<file path="config.mk">
export PLATFORM = sky130hd
export DESIGN_NAME = bmlsc_walk
export DESIGN_NICKNAME = d
export VERILOG_FILES = /design/src/rtl/core/byte_memory_load_store_compare_top_assert.svh /design/src/rtl/core/bmlsc_pkg.sv /design/src/rtl/core/bmlsc_walk.sv
export SDC_FILE = /design/constraint.sdc
export NUM_CORES = 1
export LEC_CHECK = 0
export ABC_AREA = 1
export BUFFER_PORTS_ARGS = -buffer_cell sky130_fd_sc_hd__buf_2
export CAP_MARGIN = 10
export CORE_MARGIN = 2
export CORE_UTILIZATION = 48
export DETAILED_ROUTE_END_ITERATION = 6
export PLACE_DENSITY_LB_ADDON = 0.15
export SLEW_MARGIN = 10
export SYNTH_ARGS = -nofsm -noshare
export SYNTH_HDL_FRONTEND = slang
export SYNTH_SLANG_ARGS = --single-unit
</file>
<file path="constraint.sdc">
create_clock -name clk_i -period 3.6 [get_ports clk_i]
set_input_delay 0.72 -clock clk_i [delete_from_list [all_inputs] [get_ports clk_i]]
set_output_delay 0.72 -clock clk_i [all_outputs]
set_load 0.01 [all_outputs]
</file>
<file path="src/rtl/core/byte_memory_load_store_compare_top_assert.svh">
// assertion macros shared by the byte memory block
// each macro takes a label, a condition and a consequence, sampled on clk_i
`ifndef BYTE_MEMORY_LOAD_STORE_COMPARE_TOP_ASSERT_SVH
`define BYTE_MEMORY_LOAD_STORE_COMPARE_TOP_ASSERT_SVH

// same-cycle implication
`define BMLSC_ASSERT_SAME(label, ante, cons) \
  label: assert property (@(posedge clk_i) disable iff (!rst_ni) (ante) |-> (cons)) \
    else $error("bmlsc assertion failed");

// next-cycle implication
`define BMLSC_ASSERT_NEXT(label, ante, cons) \
  label: assert property (@(posedge clk_i) disable iff (!rst_ni) (ante) |=> (cons)) \
    else $error("bmlsc assertion failed");

`endif

</file>
<file path="src/rtl/core/bmlsc_pkg.sv">
`default_nettype none

package bmlsc_pkg;

  localparam int unsigned MEM_AW    = 10;
  localparam int unsigned LANE_BITS = 2;
  localparam int unsigned LANES     = 1 << LANE_BITS;
  localparam int unsigned ROW_BITS  = MEM_AW - LANE_BITS;
  localparam int unsigned ROWS      = 1 << ROW_BITS;

  typedef enum logic [2:0] {
    FUNC_LD8      = 3'd0,
    FUNC_LD16     = 3'd1,
    FUNC_LD32     = 3'd2,
    FUNC_ST8      = 3'd3,
    FUNC_ST16     = 3'd4,
    FUNC_ST32     = 3'd5,
    FUNC_MEMCMP   = 3'd6,
    FUNC_SLICECMP = 3'd7
  } func_e;

  typedef enum logic [2:0] {
    ST_CLEAR,
    ST_IDLE,
    ST_LOAD,
    ST_CMP,
    ST_DONE
  } state_e;

  // controller to compare walker
  typedef struct packed {
    logic              start;
    logic              active;
    logic              slice;
    logic [MEM_AW-1:0] a_start;
    logic [MEM_AW-1:0] a_end;
    logic [MEM_AW-1:0] b_start;
    logic [MEM_AW-1:0] b_end;
  } walk_ctrl_t;

  // compare walker to controller
  typedef struct packed {
    logic        done;
    logic [31:0] result;
  } walk_stat_t;

endpackage

`default_nettype wire

</file>
<file path="src/rtl/core/bmlsc_walk.sv">
`default_nettype none

module bmlsc_walk (
  input  wire logic                              clk_i,
  input  wire logic                              rst_ni,
  input  wire bmlsc_pkg::walk_ctrl_t             ctrl_i,
  input  wire logic [bmlsc_pkg::LANES*8-1:0]     rdata_a_i,
  input  wire logic [bmlsc_pkg::LANES*8-1:0]     rdata_b_i,
  output logic                                   issue_o,
  output logic      [bmlsc_pkg::ROW_BITS-1:0]    rrow_a_o,
  output logic      [bmlsc_pkg::ROW_BITS-1:0]    rrow_b_o,
  output bmlsc_pkg::walk_stat_t                  stat_o
);
  import bmlsc_pkg::*;

  logic [MEM_AW-1:0]    ptr_a_q, ptr_a_d;
  logic [MEM_AW-1:0]    ptr_b_q, ptr_b_d;
  logic [MEM_AW-1:0]    cnt_q, cnt_d;
  logic [31:0]          final_q, final_d;
  logic                 rvalid_q, rvalid_d;
  logic [LANE_BITS-1:0] lane_a_q, lane_b_q;

  logic [MEM_AW-1:0]    len_a, len_b;
  logic [MEM_AW:0]      len_diff;
  logic [7:0]           x, y;
  logic [8:0]           byte_diff;
  logic                 mismatch;
  logic                 done;

  // lengths of both ranges, inverted ranges count as empty
  assign len_a    = (ctrl_i.a_end > ctrl_i.a_start) ? (ctrl_i.a_end - ctrl_i.a_start) : '0;
  assign len_b    = (ctrl_i.b_end > ctrl_i.b_start) ? (ctrl_i.b_end - ctrl_i.b_start) : '0;
  assign len_diff = {1'b0, len_a} - {1'b0, len_b};

  assign x         = rdata_a_i[lane_a_q*8 +: 8];
  assign y         = rdata_b_i[lane_b_q*8 +: 8];
  assign byte_diff = {1'b0, x} - {1'b0, y};
  assign mismatch  = rvalid_q && (x != y);
  assign done      = ctrl_i.active && (mismatch || (cnt_q == '0));

  assign issue_o  = ctrl_i.active && !done;
  assign rrow_a_o = ptr_a_q[MEM_AW-1:LANE_BITS];
  assign rrow_b_o = ptr_b_q[MEM_AW-1:LANE_BITS];

  assign stat_o.done   = done;
  assign stat_o.result = mismatch ? {{23{byte_diff[8]}}, byte_diff} : final_q;

  always_comb begin
    ptr_a_d  = ptr_a_q;
    ptr_b_d  = ptr_b_q;
    cnt_d    = cnt_q;
    final_d  = final_q;
    rvalid_d = issue_o;
    if (ctrl_i.start) begin
      ptr_a_d  = ctrl_i.a_start;
      ptr_b_d  = ctrl_i.b_start;
      rvalid_d = 1'b0;
      if (ctrl_i.slice) begin
        cnt_d   = (len_a < len_b) ? len_a : len_b;
        final_d = {{(32-MEM_AW-1){len_diff[MEM_AW]}}, len_diff};
      end else begin
        cnt_d   = len_a;
        final_d = '0;
      end
    end else if (issue_o) begin
      // b wraps within the memory through the pointer width
      ptr_a_d = ptr_a_q + MEM_AW'(1);
      ptr_b_d = ptr_b_q + MEM_AW'(1);
      cnt_d   = cnt_q - MEM_AW'(1);
    end
  end

  always_ff @(posedge clk_i or negedge rst_ni) begin
    if (!rst_ni) begin
      rvalid_q <= 1'b0;
      cnt_q    <= '0;
    end else begin
      rvalid_q <= rvalid_d;
      cnt_q    <= cnt_d;
    end
  end

  always_ff @(posedge clk_i) begin
    ptr_a_q <= ptr_a_d;
    ptr_b_q <= ptr_b_d;
    final_q <= final_d;
    if (issue_o) begin
      lane_a_q <= ptr_a_q[LANE_BITS-1:0];
      lane_b_q <= ptr_b_q[LANE_BITS-1:0];
    end
  end

endmodule

`default_nettype wire
</file>
==> impl_metrics.env <==
export IMPL_ys_flop_type="edfxtp_1"
export IMPL_hold_viol=0
export IMPL_wl_per_cell_um=14.49
export IMPL_area_growth_synth_to_final_pct=26.15
export IMPL_yosysWarningCount=0
export IMPL_rsz0062_at_grt="yes"
export IMPL_syn_area_sq_um=5325
export IMPL_yosysMostFrequentCell="nand2_1"
export IMPL_multi_input_area_sq_um=3383
export IMPL_syn_inst=790
export IMPL_clockBufferDepth=2
export IMPL_finalCritPeriodShare_pct=103.3
export IMPL_final_layout_size_suffix_gt1_share_pct=30.23
export IMPL_syn_area_per_cell_sq_um=6.741
export IMPL_start_kind="flip-flop"
export IMPL_finalPower_w=0.002644
export IMPL_finalCriticalPeriod_ns=3.718
export IMPL_violations="setup timing"
export IMPL_h_tree_depth=2
export IMPL_critPathKind="reg -> out"
export IMPL_regToRegSetupSlack_ns=0.58
export IMPL_drt_iter0_markers=477
export IMPL_slew_viol_final=0
export IMPL_synth_edf_count=35
export IMPL_pwr_share_comb_pct=58.3
export IMPL_end_kind="primary output"
export IMPL_grt_pass1_vias=5266
export IMPL_cts_tree="done"
export IMPL_nFillCells=1009
export IMPL_drtAntennaViolNets=0
export IMPL_layout_setup_ws_ns=-0.1181
export IMPL_yosys_cell_types_count=43
export IMPL_start_util_pct=49.12
export IMPL_grt_usage_pct=25.25
export IMPL_synth_seq_cells=46
export IMPL_regArea_sq_um=1326
export IMPL_p_per_area_nw_per_um2=393.5
export IMPL_grt_max_degree=40
export IMPL_power_internal_w=0.001503
export IMPL_fin_skew_ns=0.01029
export IMPL_post_route_drc_count=0
export IMPL_coreArea_sq_um=10840
export IMPL_overflow=0
export IMPL_tightest_slew_ns=0.4287
export IMPL_rows=38
export IMPL_whs_ns=0.2631
export IMPL_maxCapViolCount=0
export IMPL_insertion_delay_ns=0.32
export IMPL_nNetsFinal=1119
export IMPL_syn_nets=944
export IMPL_fmax_ghz=0.2690
export IMPL_cts_buffers=5
export IMPL_die_area_sq_um=11950
export IMPL_io_pins=159
export IMPL_required_ns=2.88
export IMPL_io_buffer_count=158
export IMPL_num_vias=5776
export IMPL_setup_tns_ns=-1.792
export IMPL_drt_pass1_iterations=5
export IMPL_via_per_inst=5.222
export IMPL_root_buffer="clkbuf_8"
export IMPL_ir_drop_mv=0.1852
export IMPL_holdBufCountCts=0
export IMPL_seqPwrFrac_pct=28.8
export IMPL_antenna_found_initial=0
export IMPL_p_clk_share_pct=12.9
export IMPL_die_x_um=109.3
export IMPL_status="finished, violations left"
export IMPL_hpwl_um=12340
export IMPL_arrival_ns=3.00
export IMPL_clk_pin_slew_ns=0.10
export IMPL_async_flop_share_pct=23.91
export IMPL_crit_fanout=5
export IMPL_finalSetupViolCount=25
export IMPL_die_h_um=109.3
export IMPL_yosys_top_cells_area="edfxtp_1, nand2_1, ha_1, inv_1, o21ai_0"
export IMPL_grt_first_pass_wirelength_um=23600
export IMPL_p_leak_nw=3.560
export IMPL_yosys_area_top_type="edfxtp_1"
export IMPL_antenna_cells=0
export IMPL_synth_common_cells="nand2_1, inv_1, nor2_1"
export IMPL_power_share_switching_pct=43.15
export IMPL_power_switching_w=0.001141
export IMPL_wl_um=16030
export IMPL_synth_seq_area_share_pct=24.91
export IMPL_gp_congestion=0.9054
export IMPL_hp_class="in -> async"
export IMPL_slew_limit_headroom_pct=71.39
export IMPL_cts_sink_count=46
export IMPL_netlist_area_leader_share_pct=19.74
worst paths after layout:
kind | start | endpoint | depth (start not counted)
worst min register to register | ptr_b_q[1] | lane_b_q[1] | 0
max in group asynchronous | rst_ni | cnt_q[4] | 1
worst max register to register | lane_b_q[0] | cnt_q[3] | 15
worst max-delay path | lane_b_q[0] | stat_o[9] | 17
worst min-delay path | rst_ni | cnt_q[8] | 1
min in group clk_i | ptr_b_q[1] | lane_b_q[1] | 0
area by class of cell:
type	instances	area share, %
clock buffer	5	1.024
clock inverter	3	0.3725
timing repair buffer	220	19.63
multi-input combinational	582	50.36
sequential	46	19.74
inverter	110	6.258
tap	140	2.608
power groups by stage:
| stage | registers (W) | logic, W | clock network [W] |
|---|---|---|---|
| final | 0.000761 | 0.00154 | 0.000341 |
| after floorplan | 0.000746 | 0.000971 | 0 |
| after global placement | 0.000765 | 0.00131 | 0 |
| after CTS | 0.000759 | 0.00140 | 0.000349 |
| after detailed placement | 0.000770 | 0.00134 | 0 |
| after global routing | 0.000773 | 0.00172 | 0.000367 |
stage by stage:
step / util [%] / worst slack [ns] / cell area [sq um] / cells
after floorplan: - / 0.1149 / 5328 / 790
after global placement: 56.75 / -0.02071 / 6152 / 1067
after detailed placement: 56.75 / -0.06813 / 6152 / 1067
after CTS: 59.36 / 0.001775 / 6435 / 1090
after global routing: 61.97 / -0.2515 / 6718 / 1106
final: 61.97 / -0.1181 / 6718 / 1106
logic make-up (layout without fill, tap and decap cells):
logic type / after synthesis / count (layout) / synth area share, %
compound gates: 146 / 146 / 15.93
xor+xnor: 18 / 18 / 2.961
fa+ha+maj: 45 / 45 / 11.14
buf+inv: 164 / 338 / 15.06
flops: 46 / 46 / 24.91
simple gates: 371 / 373 / 30.00
metal layers:
layer	global-route usage [%]	share of wire (%)	up-vias
met5	0	0	-
met4	7.324	1.9	0
met3	2.905	6.5	20
met2	49.78	52	242
met1	28.06	40	2592
li1	-	-	2922
worst max-delay path, cell delays in order, from the launching register on:
cell	delay, ns
edfxtp_1	0.38
buf_6	0.11
clkinvlp_4	0.15
o21ai_2	0.17
o22ai_2	0.11
ha_4	0.19
fa_2	0.38
nand3b_1	0.17
nand2_2	0.09
nand2_2	0.07
nand2_2	0.08
a21oi_2	0.06
nor2_1	0.12
o21ai_1	0.10
nand2_2	0.18
buf_6	0.14
nand2_1	0.04
buf_2	0.13
repair_timing:
item                                    CTS  global route
cloned                                    1             2
endpoints found under the setup margin   32            33
setup buffers                            14            14
pin swaps                                 6            12
gates resized for setup                  14            44
flip-flops by register name (all words and copies together) (netlist names):
name      count
cnt_q        10
final_q      11
lane_a_q      2
lane_b_q      2
ptr_a_q      10
ptr_b_q      10
rvalid_q      1
layout by cell type, fill, tap and decap left out, types with 4 or more instances in the layout:
master / netlist / layout
nand2_1: 214 / 206
buf_2: 1 / 157
inv_1: 105 / 100
nor2_1: 73 / 71
buf_4: 39 / 54
o21ai_0: 61 / 49
a21oi_1: 45 / 41
nand3_1: 40 / 40
ha_1: 41 / 35
edfxtp_1: 35 / 35
nand4_1: 15 / 15
xor2_1: 15 / 15
nand2_2: 5 / 13
a21oi_2: 8 / 12
o22ai_1: 13 / 11
dfrtp_1: 11 / 11
o21ai_1: 0 / 10
nand3b_1: 8 / 8
inv_2: 4 / 7
ha_4: 0 / 6
buf_6: 3 / 6
a32o_1: 7 / 5
clkbuf_8: 0 / 5
nor2_2: 2 / 4
nand2_4: 2 / 4
Note: power is estimated with default switching activity, not from simulation.
